File: src/sv/mqd_pkg.sv
package mqd_pkg;

    localparam int POS_WIDTH   = 33;
    localparam int TRQ_WIDTH   = 16;
    localparam int HYST_WIDTH  = 16;
    localparam int TOL_WIDTH   = 15;
    localparam int CFG_WIDTH   = 16;
    localparam int INDEX_WIDTH = 2;
    localparam int DELTA_WIDTH = POS_WIDTH + 2;

    // Position span and half span in 1/256 degree units.
    localparam logic signed [DELTA_WIDTH-1:0] POS_SPAN      = 35'sd6039797760;
    localparam logic signed [DELTA_WIDTH-1:0] POS_HALF_SPAN = 35'sd3019898880;

    localparam logic [INDEX_WIDTH-1:0] REG_DIRECTION_HYSTERESIS = 2'd0;
    localparam logic [INDEX_WIDTH-1:0] REG_TORQUE_TOLERANCE     = 2'd1;

    localparam logic [HYST_WIDTH-1:0] HYST_RESET = 16'd256;
    localparam logic [TOL_WIDTH-1:0]  TOL_RESET  = 15'd8;

    localparam logic signed [1:0] SIGN_POS  = 2'sb01;
    localparam logic signed [1:0] SIGN_NEG  = 2'sb11;
    localparam logic signed [1:0] SIGN_ZERO = 2'sb00;

    localparam logic [2:0] QUADRANT_1 = 3'd1;
    localparam logic [2:0] QUADRANT_2 = 3'd2;
    localparam logic [2:0] QUADRANT_3 = 3'd3;
    localparam logic [2:0] QUADRANT_4 = 3'd4;

    typedef struct packed {
        logic signed [POS_WIDTH-1:0] reference_position;
        logic signed [1:0]           held_direction;
        logic signed [1:0]           held_torque_sign;
    } mqd_state_t;

    typedef struct packed {
        logic [HYST_WIDTH-1:0] direction_hysteresis;
        logic [TOL_WIDTH-1:0]  torque_tolerance;
    } mqd_cfg_t;

endpackage

File: src/sv/mqd_eval.sv
module mqd_eval (
    input  logic signed [mqd_pkg::POS_WIDTH-1:0] motor_position,
    input  logic signed [mqd_pkg::TRQ_WIDTH-1:0] torque_command,
    input  mqd_pkg::mqd_state_t                  state_cur,
    input  mqd_pkg::mqd_cfg_t                    cfg,
    output mqd_pkg::mqd_state_t                  state_new,
    output logic signed [1:0]                    motor_direction,
    output logic [2:0]                           quadrant
);
    import mqd_pkg::*;

    logic signed [DELTA_WIDTH-1:0] delta_raw;
    logic signed [DELTA_WIDTH-1:0] delta;
    logic signed [DELTA_WIDTH-1:0] mag;
    logic signed [1:0]             dsign;
    logic signed [TRQ_WIDTH:0]     trq_ext;
    logic [TRQ_WIDTH:0]            trq_mag;
    logic signed [1:0]             tsign;

    always_comb begin
        delta_raw = DELTA_WIDTH'(motor_position) - DELTA_WIDTH'(state_cur.reference_position);
        // The change is wrapped by at most one span to cover position rollover.
        if (delta_raw > POS_HALF_SPAN) begin
            delta = delta_raw - POS_SPAN;
        end else if (delta_raw < -POS_HALF_SPAN) begin
            delta = delta_raw + POS_SPAN;
        end else begin
            delta = delta_raw;
        end
        mag = delta[DELTA_WIDTH-1] ? -delta : delta;

        if (delta[DELTA_WIDTH-1]) begin
            dsign = SIGN_NEG;
        end else if (delta != '0) begin
            dsign = SIGN_POS;
        end else begin
            dsign = SIGN_ZERO;
        end

        state_new = state_cur;
        if (state_cur.held_direction == dsign) begin
            state_new.reference_position = motor_position;
        end else if (mag >= DELTA_WIDTH'(cfg.direction_hysteresis)) begin
            state_new.held_direction     = dsign;
            state_new.reference_position = motor_position;
        end

        trq_ext = (TRQ_WIDTH+1)'(torque_command);
        trq_mag = trq_ext[TRQ_WIDTH] ? unsigned'(-trq_ext) : unsigned'(trq_ext);
        // A magnitude above the tolerance is never zero, so the sign is +1 or -1.
        tsign   = torque_command[TRQ_WIDTH-1] ? SIGN_NEG : SIGN_POS;
        if (trq_mag > (TRQ_WIDTH+1)'(cfg.torque_tolerance)) begin
            state_new.held_torque_sign = tsign;
        end

        if (state_new.held_torque_sign == state_new.held_direction) begin
            quadrant = (state_new.held_torque_sign == SIGN_POS) ? QUADRANT_1 : QUADRANT_3;
        end else begin
            quadrant = (state_new.held_torque_sign == SIGN_POS) ? QUADRANT_2 : QUADRANT_4;
        end
        motor_direction = state_new.held_direction;
    end

endmodule

File: src/sv/motor_quadrant_detector_top.sv
// Four-quadrant motor operation detector.
// Input channel (s_valid/s_ready): one transaction carries a cumulative motor
// position in 1/256 degree and a torque command in 1/2048 Nm.
// Output channel (m_valid/m_ready): one transaction per input, carrying the
// held motor direction (-1, 0, +1) and the operating quadrant 1 to 4.
// Configuration: cfg_wr_en, cfg_index and cfg_data write the direction
// hysteresis (index 0) and the torque tolerance (index 1);
// other indexes are ignored. Write only while no transaction is in flight.
// Each input transaction is captured in the input register and then passes
// through the evaluation logic into the result register. Throughput: one
// transaction per cycle while the receiver does not stall, set by the single
// evaluation pass that updates the reference, direction and torque sign.
// Reset clears the pipeline, sets the reference and direction to zero, the
// torque sign to +1 and the registers to their defaults.
// When the receiver stalls the result register holds, the input register
// keeps one more transaction, and s_ready drops until m_ready returns.
module motor_quadrant_detector_top (
    input  logic                                    aclk,
    input  logic                                    aresetn,
    input  logic                                    cfg_wr_en,
    input  logic [mqd_pkg::INDEX_WIDTH-1:0]         cfg_index,
    input  logic [mqd_pkg::CFG_WIDTH-1:0]           cfg_data,
    input  logic                                    s_valid,
    output logic                                    s_ready,
    input  logic signed [mqd_pkg::POS_WIDTH-1:0]    s_motor_position,
    input  logic signed [mqd_pkg::TRQ_WIDTH-1:0]    s_torque_command,
    output logic                                    m_valid,
    input  logic                                    m_ready,
    output logic signed [1:0]                       m_motor_direction,
    output logic [2:0]                              m_quadrant
);
    import mqd_pkg::*;

    mqd_cfg_t                    cfg_reg;
    mqd_state_t                  state_reg;
    mqd_state_t                  state_next;
    logic                        in_valid_reg;
    logic signed [POS_WIDTH-1:0] pos_reg;
    logic signed [TRQ_WIDTH-1:0] trq_reg;
    logic                        out_valid_reg;
    logic signed [1:0]           dir_reg;
    logic [2:0]                  quad_reg;
    logic signed [1:0]           dir_next;
    logic [2:0]                  quad_next;
    logic                        advance;

    assign advance = in_valid_reg && (!out_valid_reg || m_ready);
    assign s_ready = !in_valid_reg || advance;

    mqd_eval u_eval (
        .motor_position  (pos_reg),
        .torque_command  (trq_reg),
        .state_cur       (state_reg),
        .cfg             (cfg_reg),
        .state_new       (state_next),
        .motor_direction (dir_next),
        .quadrant        (quad_next)
    );

    always_ff @(posedge aclk) begin
        if (!aresetn) begin
            cfg_reg.direction_hysteresis <= HYST_RESET;
            cfg_reg.torque_tolerance     <= TOL_RESET;
        end else if (cfg_wr_en) begin
            unique case (cfg_index)
                REG_DIRECTION_HYSTERESIS: cfg_reg.direction_hysteresis <= cfg_data;
                REG_TORQUE_TOLERANCE:     cfg_reg.torque_tolerance <= cfg_data[TOL_WIDTH-1:0];
                default: ;
            endcase
        end
    end

    always_ff @(posedge aclk) begin
        if (!aresetn) begin
            in_valid_reg                 <= 1'b0;
            out_valid_reg                <= 1'b0;
            state_reg.reference_position <= '0;
            state_reg.held_direction     <= SIGN_ZERO;
            state_reg.held_torque_sign   <= SIGN_POS;
        end else begin
            if (s_ready) begin
                in_valid_reg <= s_valid;
            end
            if (advance) begin
                out_valid_reg <= 1'b1;
                state_reg     <= state_next;
            end else if (m_ready) begin
                out_valid_reg <= 1'b0;
            end
        end
    end

    always_ff @(posedge aclk) begin
        if (s_valid && s_ready) begin
            pos_reg <= s_motor_position;
            trq_reg <= s_torque_command;
        end
        if (advance) begin
            dir_reg  <= dir_next;
            quad_reg <= quad_next;
        end
    end

    assign m_valid           = out_valid_reg;
    assign m_motor_direction = dir_reg;
    assign m_quadrant        = quad_reg;

endmodule

File: config.mk
export PLATFORM = sky130hd
export DESIGN_NAME = motor_quadrant_detector_top
export DESIGN_NICKNAME = d
export VERILOG_FILES = /design/src/sv/mqd_pkg.sv /design/src/sv/mqd_eval.sv /design/src/sv/motor_quadrant_detector_top.sv
export SDC_FILE = /design/constraint.sdc
export NUM_CORES = 1
export LEC_CHECK = 0
export BUFFER_PORTS_ARGS = -buffer_cell sky130_fd_sc_hd__buf_4
export CAP_MARGIN = 40
export CORE_MARGIN = 2
export CORE_UTILIZATION = 40
export CTS_BUF_LIST = sky130_fd_sc_hd__clkbuf_4
export CTS_CLUSTER_SIZE = 24
export DETAILED_ROUTE_END_ITERATION = 16
export GPL_ROUTABILITY_DRIVEN = 0
export SLEW_MARGIN = 20
export SYNTH_ARGS = -nofsm -noshare
export SYNTH_HDL_FRONTEND = slang
export SYNTH_HIERARCHICAL = 1
export SYNTH_SLANG_ARGS = --single-unit
export TNS_END_PERCENT = 50
File: constraint.sdc
create_clock -name aclk -period 19.8 [get_ports aclk]
set_input_delay 5.94 -clock aclk [delete_from_list [all_inputs] [get_ports aclk]]
set_output_delay 5.94 -clock aclk [all_outputs]
set_load 0.01 [all_outputs]
==> results of run 1 <==
-- worst paths after layout --
kind / to / slack (ns) / depth (start not counted) / from
hold reg to reg: cfg_reg[18] / 0.46 / 2 / cfg_reg[18]
setup / recovery: s_ready / 7.05 / 4 / m_ready
setup reg to reg: m_quadrant[1] / 11.21 / 32 / pos_reg[0]
hold / removal: cfg_reg[18] / 0.46 / 2 / cfg_reg[18]
-- power breakdown --
group	leakage, nW	switching (mW)	internal [mW]	total (mW)
Sequential	1.10	0.00873	0.283	0.292
Clock	0.160	0.115	0.0793	0.194
Combinational	2.96	0.214	0.144	0.357
-- routing by layer --
layer  up-vias  routed length [µm]  global-route usage, %
met5         -                   0                      0
met2       161               11310                  30.65
met4         0                 227                  3.907
li1       4625                   -                      -
met1      4137               12590                  27.40
met3        19                 995                  3.047
-- cell families after synthesis --
logic type               count (synthesis)  synth area share [%]
AND/OR/NAND/NOR                        474                 24.15
multiplexers                            49                 4.946
adder cells (fa/ha/maj)                 70                 8.665
AO/OA/AOI/OAI                          318                 21.07
XOR/XNOR                                52                 4.467
flip-flops                             124                 29.65
buffers and inverters                  149                 7.045
-- critical path, delay by kind of cell --
family	cells	cell delay, ns
buffers and inverters	2	0.28
AND/OR/NAND/NOR	2	0.59
-- layout make-up --
class | count | area (µm²) | share of cell area (%)
Timing Repair Buffer | 89 | 688.2 | 6.145
Clock buffer | 17 | 127.6 | 1.140
Clock inverter | 15 | 172.7 | 1.542
Sequential cell | 124 | 3023 | 26.99
Tap cell | 330 | 412.9 | 3.687
Antenna cell | 1 | 2.502 | 0.02234
Inverter | 81 | 304.0 | 2.715
Multi-Input combinational cell | 963 | 6469 | 57.76
-- stage by stage --
stage,power [mW],utilization (%)
floorplan,0.5647,-
global placement,0.6420,43.17
detailed placement,0.6489,43.36
CTS,0.8492,44.55
global route,0.9073,44.60
finish,0.8435,44.60
-- cell usage after synthesis, drive strengths merged (13+ instances only) --
cell      n  share of area, %
dfxtp    70                14
a21o     18               1.3
or3      19               1.2
mux2i    44               4.3
a31oi    13              0.80
nor3     25               1.3
o31ai    13              0.96
a211oi   17               1.4
a21oi    56               2.8
xnor2    38               3.3
nand2   192               7.1
xor2     14               1.2
nor2     55               2.2
edfxtp   54                16
ha       69               8.5
clkbuf   30               1.1
inv      81               3.0
buf      38               2.9
nand3    46               2.5
nand4    30               1.8
o21ai   114               6.2
-- placed cells by master (no fill, tap or decap), types with 30 or more instances in the layout --
| cell type | count |
|---|---|
| nand3_1 | 41 |
| buf_4 | 84 |
| nor2_1 | 54 |
| o21ai_1 | 36 |
| inv_1 | 81 |
| nand2_1 | 192 |
| a21oi_1 | 55 |
| o21ai_0 | 62 |
| mux2i_1 | 44 |
| ha_1 | 69 |
| dfxtp_1 | 70 |
| nand4_1 | 30 |
| xnor2_1 | 38 |
| edfxtp_1 | 54 |
==> results.py, run 1 <==
metrics = {
    "clocking": {
        "cts_root_buf": "clkbuf_4",
        "ctsHtreeMaxLevel": 4,
        "clkSinkCount": 124,
        "cts_resized": 0,
        "postCtsSetupBuffers": 0,
        "cts_tree": "yes",
        "clk_pin_slew_ns": 0.14,
        "clk_latency_ns": 0.55,
        "clock_path_buffers": 2,
        "hold_buffers": 0,
        "numCtsBuffers": 17,
    },
    "critical_path": {
        "end_kind": "primary output",
        "start_kind": "primary input",
        "path_max_fanout": 6,
        "crit_path_max_incr_delay_ns": 0.46,
        "crit_type": "primary input to primary output",
        "cp_cell_sequence": "buf_4 -> nor2b_1 -> nand2_1 -> buf_4",
        "arrival_ns": 6.81,
        "crit_required_ns": 13.86,
        "cp_common_cell": "buf_4",
        "slowest_stage": "nor2b_1",
    },
    "timing": {
        "hold-worst-slack_ns": 0.4633,
        "clock.fmax_mhz": 78.41,
        "rsz0062_at_grt": "no",
        "fin_crit_sh_pct": 64.41,
        "setup_viol": 0,
        "skew_ns": 0.01862,
        "min_period_ns": 12.75,
        "setup_slack_ns": 7.047,
        "slew_violations": 0,
        "fin_setup_tns_ns": 0,
        "worst_pin_slew_ns": 0.8650,
        "hold_violations": 0,
        "max_slew_margin_pct": 42.13,
    },
    "power": {
        "power.leakage_nw": 4.220,
        "ir_worst_vdd_uv": 41.89,
        "power.density_nw_per_um2": 75.31,
    },
    "layout": {
        "fillCellCount": 2554,
        "fin_nets": 1418,
        "largest_reg_flops": 37,
        "stdcell_area_um2": 11200,
        "final_cells": 1620,
        "syn_to_final_growth_pct": 9.855,
        "layout-drive-gt1-share_pct": 13.73,
    },
    "yosys": {
        "ys.flop_type": "dfxtp_1",
        "async_flop_share_pct": 0,
        "ys_ff_latch": 124,
        "synth.cell_area_um2": 10190,
        "syn_area_per_cell_um2": 8.248,
        "synth_warnings": 6,
        "synth_nets": 1378,
        "synth.distinct_cells": 95,
        "synth.yosys.seq_area_share_pct": 29.65,
        "syn_inst": 1236,
        "synth-edff-count": 54,
    },
    "placement": {
        "placed_area_um2": 10890,
        "placed_cells": 1585,
        "port_buffers": 78,
        "dp.final_hpwl_um": 19150,
        "pre_cts_ws_ns": 7.032,
    },
    "grt": {
        "grt_overflow": 0,
        "grt_pass1_vias": 8347,
        "grt_pass1_wl_um": 41720,
        "antenna_found_initial": 1,
        "grt_usage_pct": 19.21,
        "grt_max_degree": 69,
    },
    "detailed_routing": {
        "dr.first_iter.drc_count": 607,
        "drtAntennaViolNets": 0,
        "vias": 8942,
        "drc": 0,
        "route.detailed.wl_per_inst_um": 15.51,
        "routed_wl_um": 25120,
        "firstDrtPassIters": 5,
        "vias_per_cell": 5.520,
    },
    "floorplanning": {
        "die_area_um2": 26780,
        "fp.dieH_um": 163.6,
        "placement_rows": 58,
        "start_util_pct": 40.60,
        "core-area_um2": 25110,
        "io_pins": 79,
        "die_x_um": 163.6,
    },
    "run": {
        "cap_viol_max_count": 0,
    },
    "outcome": {
        "outcome": "finished clean",
    },
    "min_path": {
        "holdCritPathClass": "register to register",
    },
}
(Power assumes the default switching activity.)
==> run 2, diff against run 1 <==
==> constraint.sdc (replaced) <==
create_clock -name aclk -period 11.9 [get_ports aclk]
set_input_delay 3.57 -clock aclk [delete_from_list [all_inputs] [get_ports aclk]]
set_output_delay 3.57 -clock aclk [all_outputs]
set_load 0.01 [all_outputs]
==> run 2 against run 1 <==
- critical path depth grew 28
- via count increased by 0.85%
- register-to-register slack worse by 7.4 ns
- combinational power is 68% higher
- clock skew is 0.0080 ns higher
- cell area increased by 0.16%
- cell count stayed put
- hold slack improved by 0.0023 ns
- power rose by 68%
- clock power grew 72%
- sequential share of layout area barely moved
- first-iteration DRC count up 15%
- critical endpoint is now m_quadrant[1]
- largest power group unchanged
==> results.py, run 2 (synthesized netlist as in run 1, its figures left out) <==
metrics = {
    "critical_path": {
        "slowest_stage": "or4_1",
        "start_kind": "register",
        "r2r_slack_ns": 3.77,
        "crit_path_max_incr_delay_ns": 0.66,
        "crit_type": "register to register",
        "path_max_fanout": 22,
        "crit_required_ns": 12.24,
        "crit_family": "compound AO/OA/AOI/OAI gates",
        "arrival_ns": 8.48,
        "end_kind": "register",
        "critPathBufInv": 2,
    },
    "power": {
        "power.leakage_nw": 4.232,
        "power.density_nw_per_um2": 126.3,
        "ir_worst_vdd_uv": 69.61,
    },
    "clocking": {
        "cts_tree": "yes",
        "hold_buffers": 0,
        "clkSinkCount": 124,
        "ctsHtreeMaxLevel": 4,
        "postCtsSetupBuffers": 0,
        "clk_pin_slew_ns": 0.16,
        "cts_resized": 0,
        "numCtsBuffers": 17,
        "cts_root_buf": "clkbuf_4",
        "clk_latency_ns": 0.57,
        "clock_path_buffers": 2,
    },
    "floorplanning": {
        "die_x_um": 163.6,
        "fp.dieH_um": 163.6,
        "die_area_um2": 26780,
        "start_util_pct": 40.60,
        "core-area_um2": 25110,
        "io_pins": 79,
        "placement_rows": 58,
    },
    "placement": {
        "placed_area_um2": 10890,
        "port_buffers": 78,
        "dp.final_hpwl_um": 19780,
        "pre_cts_ws_ns": 3.561,
        "placed_cells": 1585,
    },
    "layout": {
        "syn_to_final_growth_pct": 10.03,
        "final_cells": 1620,
        "fin_nets": 1418,
        "largest_reg_flops": 37,
        "fin_util_pct": 44.67,
        "layout-drive-gt1-share_pct": 13.81,
        "stdcell_area_um2": 11220,
        "final_cell_mix": "192 x nand2_1, 85 x buf_4, 81 x inv_1",
        "final_common_cell": "nand2_1",
    },
    "timing": {
        "setup_slack_ns": 3.767,
        "max_slew_margin_pct": 47.18,
        "min_period_ns": 8.133,
        "clock.fmax_mhz": 123.0,
        "worst_pin_slew_ns": 0.7841,
        "slew_violations": 0,
        "rsz0062_at_grt": "no",
        "fin_setup_tns_ns": 0,
        "hold_violations": 0,
        "setup_viol": 0,
        "skew_ns": 0.02664,
        "fin_crit_sh_pct": 68.35,
    },
    "detailed_routing": {
        "firstDrtPassIters": 5,
        "routed_wl_um": 25610,
        "dr.first_iter.drc_count": 701,
        "vias_per_cell": 5.567,
        "vias": 9018,
        "drtAntennaViolNets": 0,
        "route.detailed.wl_per_inst_um": 15.81,
        "drc": 0,
    },
    "run": {
        "cap_viol_max_count": 0,
    },
    "outcome": {
        "outcome": "finished clean",
    },
    "min_path": {
        "holdCritPathClass": "register to register",
    },
    "grt": {
        "grt_pass1_wl_um": 42500,
        "grt_pass1_vias": 8487,
        "antenna_found_initial": 1,
        "grt_usage_pct": 19.61,
        "grt_overflow": 0,
        "grt_max_degree": 73,
    },
}
run 2: changes by cell type in the layout (fill, tap and decap cells not counted), sizes merged:
cell	before	now
clkinv	3	2
clkinvlp	1	0
inv	90	93
clkbuf	17	18
buf	89	88
bufinv	2	1
run 2: layout make-up:
cell class	count	area [µm²]
Sequential cell	124	3023
Clock buffer	17	127.6
Tap cell	330	412.9
Antenna cell	1	2.502
Multi-Input combinational cell	963	6469
Clock inverter	15	185.2
Inverter	81	304.0
Fill cell	2536	13890
Timing Repair Buffer	89	693.2
run 2: path summary, 6_finish.rpt:
path | startpoint | endpoint | depth (start not counted)
max | pos_reg[0] | m_quadrant[1] | 32
min | cfg_reg[16] | cfg_reg[16] | 2
max reg2reg | pos_reg[0] | m_quadrant[1] | 32
min reg2reg | cfg_reg[16] | cfg_reg[16] | 2
run 2: metrics by stage:
stage	hold WS, ns	power, mW
after global routing	0.4815	1.525
final	0.4656	1.417
after CTS	0.4684	1.425
after global placement	0.4433	1.075
after floorplan	0.4347	0.9396
after detailed placement	0.4480	1.085
run 2: where the power goes:
part	switching [mW]	internal, mW	total [mW]
logic	0.359	0.240	0.599
clock network	0.213	0.120	0.333
registers	0.0145	0.471	0.486
total	0.586	0.831	1.42
run 2: worst register-to-register path: cells and delay by family (launching register included):
| family | cells | cell delay (ns) |
|---|---|---|
| and+or+nand+nor | 10 | 2.60 |
| DFF | 1 | 0.41 |
| adders and majority gates | 4 | 1.17 |
| AOI/OAI and AO/OA | 12 | 2.64 |
| xor gates and xnor gates | 3 | 0.59 |
| buffers and inverters | 2 | 0.13 |
| muxes | 1 | 0.38 |
run 2: per-layer routing:
metal / vias to the layer above / share of wire (%) / global-route usage, %
li1: 4607 / - / -
met1: 4181 / 49 / 27.60
met2: 208 / 45 / 31.72
met3: 22 / 4.0 / 3.047
met4: 0 / 1.2 / 4.187
met5: - / 0 / 0
==> run 3, diff against run 2 <==
==> constraint.sdc (replaced) <==
create_clock -name aclk -period 6.55 [get_ports aclk]
set_input_delay 1.965 -clock aclk [delete_from_list [all_inputs] [get_ports aclk]]
set_output_delay 1.965 -clock aclk [all_outputs]
set_load 0.01 [all_outputs]
==> run 3 against run 2 <==
- the run now ends with negative setup slack left
- clock skew is 0.0084 ns higher
- combinational power is 130% higher
- worst setup slack worse by 4.4 ns
- clock-buffer cell count stayed put
- global-route usage is 2.4 points higher
- largest cell class unchanged
==> results.py, run 3 (synthesized netlist as in run 1, its figures left out) <==
metrics = {
    "detailed_routing": {
        "routed_wl_um": 29500,
        "drc": 0,
        "dr.first_iter.drc_count": 657,
        "vias": 10070,
        "firstDrtPassIters": 5,
        "drtAntennaViolNets": 0,
        "route.detailed.wl_per_inst_um": 15.94,
        "vias_per_cell": 5.441,
    },
    "timing": {
        "fin_crit_sh_pct": 110.2,
        "min_period_ns": 7.221,
        "rsz0062_at_grt": "yes",
        "skew_ns": 0.03505,
        "hold_violations": 0,
        "worst_pin_slew_ns": 0.7069,
        "slew_violations": 0,
        "fin_setup_tns_ns": -21.06,
        "clock.fmax_mhz": 138.5,
        "max_slew_margin_pct": 52.87,
        "hold-worst-slack_ns": 0.4649,
        "setup_viol": 40,
        "setup_slack_ns": -0.6712,
    },
    "power": {
        "internal_power_mw": 1.683,
        "power.density_nw_per_um2": 212.0,
        "power_mw": 2.846,
        "power.leakage_nw": 5.486,
        "p_clk_share_pct": 20.7,
        "p_comb_share_pct": 48.3,
        "switchingPower_mw": 1.163,
        "seqPwrFrac_pct": 31.0,
        "p_sw_share_pct": 40.87,
        "ir_worst_vdd_uv": 130.7,
    },
    "clocking": {
        "clock_path_buffers": 2,
        "ctsHtreeMaxLevel": 4,
        "clk_pin_slew_ns": 0.15,
        "clk_latency_ns": 0.58,
        "numCtsBuffers": 17,
        "clkSinkCount": 124,
        "hold_buffers": 0,
        "cts_root_buf": "clkbuf_4",
        "cts_tree": "yes",
    },
    "layout": {
        "syn_to_final_growth_pct": 31.65,
        "final_common_cell": "buf_4",
        "fin_util_pct": 53.45,
        "final_cell_mix": "306 x buf_4, 178 x nand2_1, 80 x inv_1",
        "layout-drive-gt1-share_pct": 31.32,
        "fin_nets": 1649,
        "largest_reg_flops": 37,
        "stdcell_area_um2": 13420,
    },
    "critical_path": {
        "slowest_stage": "or4_4",
        "path_max_fanout": 5,
        "crit_path_max_incr_delay_ns": 0.62,
        "cp_common_cell": "buf_4",
        "arrival_ns": 7.57,
        "end_kind": "register",
        "start_kind": "register",
        "crit_type": "register to register",
        "crit_required_ns": 6.90,
    },
    "floorplanning": {
        "fp.dieH_um": 163.6,
        "die_x_um": 163.6,
        "core-area_um2": 25110,
        "placement_rows": 58,
        "die_area_um2": 26780,
        "io_pins": 79,
        "start_util_pct": 40.60,
    },
    "grt": {
        "grt_max_degree": 71,
        "grt_pass1_vias": 9350,
        "antenna_found_initial": 1,
        "grt_usage_pct": 21.97,
        "grt_overflow": 0,
        "grt_pass1_wl_um": 46870,
    },
    "outcome": {
        "outcome": "complete, but fails checks",
        "violations": "negative setup slack",
    },
    "run": {
        "cap_viol_max_count": 0,
    },
    "placement": {
        "port_buffers": 78,
        "placed_area_um2": 12570,
        "dp.final_hpwl_um": 21310,
    },
    "min_path": {
        "holdCritPathClass": "register to register",
    },
}
[run 3: cell count changes in the layout (fill, tap and decap cells not counted), sizes merged]
| cell | delta |
|---|---|
| inv | -2 |
| clkinvlp | +1 |
| clkbuf | -1 |
| buf | +232 |
| clkinv | +2 |
| bufinv | -1 |
[run 3: metrics by stage]
stage	setup WS (ns)	std cells
after detailed placement	-0.6865	1797
after global placement	-0.5253	1795
final	-0.6712	1851
after floorplan	-0.4517	1236
after global routing	-1.015	1851
after CTS	-0.5243	1847
[run 3: routing by layer]
| layer | GRT usage, % | routed length (µm) |
|---|---|---|
| met5 | 0 | 0 |
| met4 | 6.260 | 487 |
| met3 | 2.616 | 1249 |
| met2 | 36.21 | 13820 |
| met1 | 30.26 | 13950 |
[run 3: worst max-delay path: cells and delay by family (launching register included)]
family,cells,cell delay (ns)
xor gates and xnor gates,2,0.27
adders and majority gates,4,1.08
DFF,1,0.40
and+or+nand+nor,8,1.37
muxes,1,0.32
buffers and inverters,5,0.69
AOI/OAI and AO/OA,15,2.86
[run 3: path summary, 6_finish.rpt]
check	start	end	slack, ns	cells past startpoint
max	pos_reg[0]	m_quadrant[1]	-0.67	35
min	cfg_reg[18]	cfg_reg[18]	0.46	2
max reg2reg	pos_reg[0]	m_quadrant[1]	-0.67	35
min reg2reg	cfg_reg[18]	cfg_reg[18]	0.46	2
[run 3: power groups by stage]
stage,registers (mW),logic (mW),clock network (mW)
after global placement,0.898,1.27,0
after floorplan,0.893,0.858,0
final,0.883,1.37,0.588
after CTS,0.883,1.33,0.609
after global routing,0.889,1.50,0.634
after detailed placement,0.899,1.29,0
[run 3: area by class of cell]
class                   instances  area [µm²]
repair buffers                320        2611
well taps                     330       412.9
clock buffers                  17       127.6
diodes                          1       2.502
fillers                      2354       11690
multi-input cells             963        6768
clock inverters                15       172.7
flip-flops and latches        124        3023
inverters                      81       304.0
[run 3: what timing repair did]
item	CTS	global route
gates cloned	7	0
gates resized for setup	64	8
setup endpoints to repair	40	40
pin swaps	17	6
buffers inserted	12	3
